### config.mk
export PLATFORM = sky130hd
export DESIGN_NAME = skdht_ram
export DESIGN_NICKNAME = d
export VERILOG_FILES = /design/src/rtl/core/skdht_ram.sv
export SDC_FILE = /design/constraint.sdc
export NUM_CORES = 1
export LEC_CHECK = 0
export ABC_AREA = 1
export BUFFER_PORTS_ARGS = -buffer_cell sky130_fd_sc_hd__buf_2
export CAP_MARGIN = 15
export CORE_AREA = 2 2 241 243
export DETAILED_ROUTE_END_ITERATION = 10
export DIE_AREA = 0 0 243 245
export MAX_ROUTING_LAYER = met4
export PLACE_DENSITY = 0.54
export SLEW_MARGIN = 10
export SYNTH_ARGS = -nofsm -noshare
export SYNTH_HDL_FRONTEND = slang
export SYNTH_SLANG_ARGS = --single-unit
### constraint.sdc
create_clock -name clk_i -period 4.96 [get_ports clk_i]
set_clock_uncertainty 0.2 [all_clocks]
set_input_delay 0.248 -clock clk_i [delete_from_list [all_inputs] [get_ports clk_i]]
set_output_delay 0.248 -clock clk_i [all_outputs]
set_load 0.005 [all_outputs]
### src/rtl/core/skdht_ram.sv
module skdht_ram #(
  parameter int Width = 8,
  parameter int Depth = 64
) (
  input  logic                     clk_i,
  input  logic                     we_i,
  input  logic [$clog2(Depth)-1:0] addr_i,
  input  logic [Width-1:0]         wdata_i,
  output logic [Width-1:0]         rdata_o
);

  logic [Width-1:0] mem_q [Depth];

  always_ff @(posedge clk_i) begin
    if (we_i) begin
      mem_q[addr_i] <= wdata_i;
    end
    rdata_o <= mem_q[addr_i];
  end

endmodule

### Word-level counts from Yosys, hierarchy flattened

Memory sizes are Yosys's and may differ from the RTL's. A register that Yosys moved wholly into a read port is not among the register bits.
Index checks and enable logic that the tools add are counted.

* register bits: 0
* bits in writable memories: 512
* bits of input ports: 16
* output and inout bits: 8
* word-level logic and storage cells: 3
* memories kept: 1

Memory list
* mem_q: depth 64, bits a word 8, rd ports 1, clocked after Yosys merged registers in 1, write ports 1, RTL line 12 `logic [Width-1:0] mem_q [Depth];`

* muxes and demuxes: 2

Operator list (number)
* 2-to-1 mux 1 bit: 2

### Longest topological paths before layout

Gate-level depths: netlist (run 1).

* depth after elaboration: 2
* mapped depth: 13
* depth with buffers taken out: 11

### Least setup slack after synthesis (run 1)

Ideal clock, no wire load.

* path type: input-to-reg
* start: in addr_i[3]
* end: mem mem_q[41][0], enable pin
* setup time: 395 ps
* arrival time: 1822 ps
* required time: 4365 ps
* setup slack: 2543 ps
* stages: 5
* path buffers: 1
* cells stage by stage: buf_2 -> inv_2 -> nor3_2 -> inv_2 -> nor4_1

RTL lines
* from (decl): RTL line 7 `input logic [$clog2(Depth)-1:0] addr_i,`
* to (decl): RTL line 12

Straight into the memory's write port.

### Worst setup path after layout (run 1)

* start: in addr_i[1]
* end: mem mem_q[26][4], enable pin

Straight into the memory's write port.

==> impl_metrics.json, run 1 <==
{
  "status": "complete, no violations",
  "synth_top_area_cell": "edfxtp_1",
  "root_buffer": "clkbuf_16",
  "synth_warnings": 0,
  "die_area_mm2": 0.05954,
  "cts_buffers": 55,
  "worstMarginPinSlew_ns": 1.086,
  "clock-sinks": 520,
  "grt_max_degree": 160,
  "placed_area_mm2": 0.02279,
  "worst-r2r-cell-count": 10,
  "drt-initial-drc-count": 1317,
  "vias_per_cell": 4.895,
  "dp_hpwl_um": 32770,
  "grt_usage": 0.2004,
  "die_h_um": 245,
  "crit_arrival_ns": 3.12,
  "cts.repair.resized": 0,
  "cts_tree": "yes",
  "syn_inst": 2167,
  "dieWidth_um": 243,
  "power.switching_mw": 2.111,
  "yosys.cell_types.count": 22,
  "p_total_mw": 9.236,
  "clk_pin_slew_ns": 0.06,
  "powerDensity_mw_per_mm2": 378.0,
  "dp.cells": 2884,
  "finalCritPeriodShare": 0.6239,
  "antenna_found_initial": 3,
  "nNetsFinal": 2194,
  "final_cells": 2988,
  "crit_required_ns": 4.98,
  "rsz0062_at_grt": "false",
  "hold_depth": 6,
  "maxSlewViolCount": 0,
  "min_period_ns": 3.095,
  "post_drt_wl_per_cell_um": 19.25,
  "io_pins": 24,
  "syn_area_per_cell_um2": 10.17,
  "final_cell_area_mm2": 0.02444,
  "grt-ovfl-total": 0,
  "end_kind": "flop",
  "syn_nets": 2183,
  "grt_pass1_wl_um": 87930,
  "finalSetupTns_ns": 0,
  "vias": 14630,
  "crit_fanout": 59,
  "slew-limit-headroom": 0.2762,
  "num_rows": 88,
  "core_area_mm2": 0.05703,
  "cts_max_path_buffers": 3,
  "clock_latency_ns": 0.62,
  "yosysTopAreaCellShare": 0.6974,
  "grt_pass1_vias": 14210,
  "pwr-share-clk": 0.412,
  "drive_gt1_frac": 0.06261,
  "finalHoldViolCount": 0,
  "globalplace.congestion": 0.8384,
  "ys_seq_area_frac": 0.7047,
  "critPathKind": "input port to flop",
  "synth_area_leaders": "edfxtp_1 (70%), nand2_1 (24%), nor2_1 (1.5%)",
  "startpoint_type": "input port",
  "netlist_area_mm2": 0.02204,
  "initial_core_util": 0.3865,
  "io_buffer_count": 23,
  "leakage_nw": 10.04,
  "num-fill-cells": 5547,
  "drtAntennaViolNets": 0,
  "syn_to_final_growth_pct": 10.85,
  "wirelength_um": 57520,
  "hp-class": "input port to flop",
  "max-cap-violations": 0,
  "internal_power_mw": 7.126,
  "fmax_mhz": 323.1,
  "drt_first_pass_iters": 5,
  "swShare": 0.2285,
  "ys_seq_elements": 520,
  "setup_violations": 0,
  "power_frac_seq": 0.528,
  "htreeDepth": 2,
  "max-vdd-ir-drop_uv": 243.0,
  "route.detailed.drc": 0,
  "p_comb_frac": 0.060
}
## registers in the layout, summed over array words and instances (netlist names)
name,count
mem_q,512
rdata_o,8
## layout by cell type (no fill, tap or decap)
cell type         n
buf_12            1
buf_2            21
buf_4            30
bufinv_16         2
clkbuf_1         16
clkbuf_16        55
clkbuf_8          1
clkinv_1         15
clkinv_2          8
dfxtp_1           8
diode_2           3
dlygate4sd3_1     2
edfxtp_1        512
inv_1            25
inv_2             3
inv_4             1
inv_6             4
nand2_1        1384
nand3_1          13
nand4_1           2
nor2_1           87
nor2_2            2
nor3_2            8
nor4_1            2
o211ai_1          5
o21ai_0           1
o21ai_1           6
or2_1             3
or2_2             3
## logic make-up after synthesis
logic type             count (synthesis)  synth area share
buffers and inverters                131           0.03156
and+or+nand+nor                     1504            0.2605
DFF                                  520            0.7047
AOI/OAI and AO/OA                     12          0.003292
## metal layers
layer | routed length, um | track usage | share of wire
met1 | 26580 | 0.2761 | 0.46
met2 | 26990 | 0.3156 | 0.47
met3 | 2963 | 0.02832 | 0.052
met4 | 986 | 0.04782 | 0.017
met5 | 0 | - | 0
## power groups by stage
| stage | logic [mW] | clock network (mW) | registers [mW] |
|---|---|---|---|
| after floorplan | 0.332 | 0 | 4.97 |
| after global placement | 0.561 | 0 | 4.97 |
| after detailed placement | 0.564 | 0 | 4.97 |
| after CTS | 0.567 | 3.87 | 4.88 |
| after global routing | 0.624 | 4.04 | 4.88 |
| final | 0.556 | 3.80 | 4.88 |
## worst max-delay path, stage by stage
cell	delay [ns]
buf_4	0.48
inv_4	0.45
nor2_2	0.38
nand3_1	0.54
nor2_1	0.97
## Yosys cell counts
cell,count
buf_1,4
nor2_2,2
clkbuf_1,23
edfxtp_1,512
dfxtp_1,8
buf_2,52
buf_4,7
or2_1,3
o211ai_1,5
o21ai_1,6
nand3_1,13
nor3_2,8
nor2_1,87
inv_1,25
nand4_1,2
buf_6,15
or2_2,3
o21ai_0,1
nor4_1,2
inv_2,4
nand2_1,1384
clkinv_1,1
## stage by stage
| stage | setup slack [ns] | hold WS, ns | util |
|---|---|---|---|
| final | 1.865 | 0.04882 | 0.4285 |
| after global routing | 1.662 | 0.06537 | 0.4284 |
| after CTS | 1.869 | 0.005419 | 0.4283 |
| after detailed placement | 1.227 | 0.4319 | 0.3996 |
| after global placement | 1.262 | 0.4379 | 0.3996 |
| after floorplan | 2.543 | 0.1469 | - |
## layout make-up
type                            instances  area [um2]  share of cell area
Sequential cell                       520       15530              0.6357
Multi-Input combinational cell       1516        5814              0.2379
Clock buffer                           71        1436             0.05878
Tap cell                              765       957.2             0.03917
Timing Repair Buffer                   55       384.1             0.01572
Clock inverter                         28       182.7            0.007475
Inverter                               30       120.1            0.004915
Antenna cell                            3       7.507           0.0003072
## final timing paths
check	start	end	slack (ns)
min	addr_i[5]	rdata_o[5]	0.05
min reg2reg	mem_q[34][6]	rdata_o[6]	0.54
max	addr_i[1]	mem_q[26][4]	1.87
max reg2reg	mem_q[22][7]	rdata_o[7]	3.23
## repair_timing
action	CTS	global route
setup endpoints to repair	0	0
hold buffers	2	0
buffers inserted	0	0
hold endpoints to repair	38	0
No activity file was read; power rests on OpenSTA's default activity.
==> run 2, diff against run 1 <==
Settings changed: PLACE_DENSITY 0.54 to 0.56.
Clock period 4.96 ns to 2.8 ns, I/O delays scaled along.
==> run 2 against run 1 <==
Die area unchanged. Final cell count increased by 2.9%. Worst hold slack improved by 0.0021 ns. Final area increased by 4.0%. Total power increased by 83%. Register-to-register slack got worse by 1.9 ns. Clock power increased by 89%. Worst setup slack got worse by 1.3 ns. Routed wire length increased by 0.87%. Sequential share of layout area decreased by 2.4 points. Utilization increased by 1.7 points. Count of clock-buffer cells in the layout decreased by 5. Critical path type unchanged. Critical endpoint is now mem_q[23][7].
==> impl_metrics.json, run 2 (synthesized netlist as in run 1, its figures left out) <==
{
  "clock-sinks": 520,
  "n_antenna_cell": 0,
  "clock_latency_ns": 0.61,
  "cts_max_path_buffers": 3,
  "core_area_mm2": 0.05703,
  "wirelength_um": 58020,
  "p_total_mw": 16.89,
  "r2r_end": "rdata_o[3]",
  "leakage_nw": 10.62,
  "vias": 14870,
  "globalplace.congestion": 0.8490,
  "max-cap-violations": 0,
  "drt_first_pass_iters": 5,
  "top_regs": "mem_q: 512 flops, rdata_o: 8 flops",
  "drt-initial-drc-count": 1328,
  "startpoint_type": "input port",
  "fmax_mhz": 449.8,
  "maxSlewViolCount": 0,
  "crit_slowest_cell": "nor2_1",
  "hp-class": "input port to flop",
  "final_common_cell": "nand2_1",
  "status": "complete, no violations",
  "die_area_mm2": 0.05954,
  "holdPathEnd": "rdata_o[1]",
  "grt_max_degree": 132,
  "finalCritPeriodShare": 0.7941,
  "cts_setup_buffers": 0,
  "cp_cell_sequence": "dlygate4sd3_1 -> buf_2 -> inv_1 -> nor3_2 -> inv_1 -> nor2_1",
  "initial_core_util": 0.3865,
  "finalSetupTns_ns": 0,
  "grt_usage": 0.2023,
  "drtAntennaViolNets": 0,
  "worst-r2r-cell-count": 10,
  "final_cell_mix": "nand2_1 (1384), edfxtp_1 (512), buf_4 (104)",
  "critPathMaxStageDelay_ns": 0.67,
  "end_kind": "flop",
  "max-vdd-ir-drop_uv": 560.5,
  "grt_pass1_wl_um": 88810,
  "crit_fanout": 8,
  "reg2reg_from": "mem_q[34][3]",
  "grt_pass1_vias": 14640,
  "syn_to_final_growth_pct": 15.28,
  "slew-limit-headroom": 0.4078,
  "reg2reg_slack_ns": 1.29,
  "dp_hpwl_um": 35150,
  "dieWidth_um": 243,
  "io_buffer_count": 23,
  "setup_violations": 0,
  "die_h_um": 245,
  "cp.depth": 6,
  "htreeDepth": 2,
  "cts_hold_buf": 11,
  "cts_buffers": 54,
  "crit_arrival_ns": 2.26,
  "post_drt_wl_per_cell_um": 18.87,
  "path_buf_inv": 4,
  "drive_gt1_frac": 0.1004,
  "io_pins": 24,
  "cts.repair.resized": 0,
  "min_period_ns": 2.223,
  "critPathKind": "input port to flop",
  "cts_tree": "yes",
  "crit_family": "buffers and inverters",
  "route.detailed.drc": 0,
  "rsz0062_at_grt": "false",
  "largest_register_ffs": 512,
  "vias_per_cell": 4.835,
  "num_rows": 88,
  "antenna_found_initial": 1,
  "regMostFlops": "mem_q",
  "grt-ovfl-total": 0,
  "hold_depth": 6,
  "worstHoldStart": "addr_i[3]",
  "path_common_cell": "inv_1",
  "nNetsFinal": 2286,
  "clk_pin_slew_ns": 0.06,
  "worstMarginPinSlew_ns": 0.8883,
  "powerDensity_mw_per_mm2": 664.7,
  "crit_required_ns": 2.84,
  "finalHoldViolCount": 0,
  "root_buffer": "clkbuf_16"
}
## run 2: cell count changes in the layout (fill, tap and decap cells not counted), sizes merged
cell	before	now
diode	3	0
bufinv	2	6
clkbuf	72	67
dlygate4sd3	2	11
clkinv	23	22
inv	33	29
clkinvlp	0	3
buf	52	136
## run 2: through the flow
stage	util	std cells	setup slack [ns]	hold slack, ns	instance area, um2
2_1_floorplan	-	2167	0.4914	0.03887	22040
3_3_place_gp	0.4128	2968	0.5546	0.3286	23550
3_5_place_dp	0.4128	2968	0.5226	0.3337	23550
4_1_cts	0.4456	3075	0.6284	0.02336	25410
5_1_grt	0.4456	3075	0.4769	0.07438	25410
6_report	0.4456	3075	0.5766	0.05089	25410
## run 2: worst min-delay path, stage by stage
cell and delay (ns):
buf_2 0.21, nor3_2 0.12, nand2_1 0.13, nand2_1 0.06, nor2_1 0.08, nand2_1 0.06
## run 2: layer usage
metal,track usage,wire length (um)
met5,-,0
met4,0.05612,1274
met3,0.02340,3281
met2,0.3206,27280
met1,0.2775,26180
## run 2: layout make-up
type                            count  area (um2)
Tap cell                          765       957.2
Timing Repair Buffer              148        1230
Sequential cell                   520       15530
Clock inverter                     30       299.0
Inverter                           30       118.9
Fill cell                        5422       31620
Multi-Input combinational cell   1516        5814
Clock buffer                       66        1460
## run 2: where the power goes
group / total, mW / internal (mW) / switching, mW
Sequential: 8.65 / 8.62 / 0.0362
Clock: 7.17 / 4.23 / 2.94
Combinational: 1.07 / 0.282 / 0.785
Total: 16.9 / 13.1 / 3.77
## run 2: worst max-delay path by stage
stage | end | start
floorplan | mem_q[41][0] | addr_i[3]
global placement | mem_q[10][4] | addr_i[0]
detailed placement | mem_q[23][7] | addr_i[4]
CTS | mem_q[23][7] | addr_i[4]
global route | mem_q[23][7] | addr_i[4]
finish | mem_q[23][7] | addr_i[4]
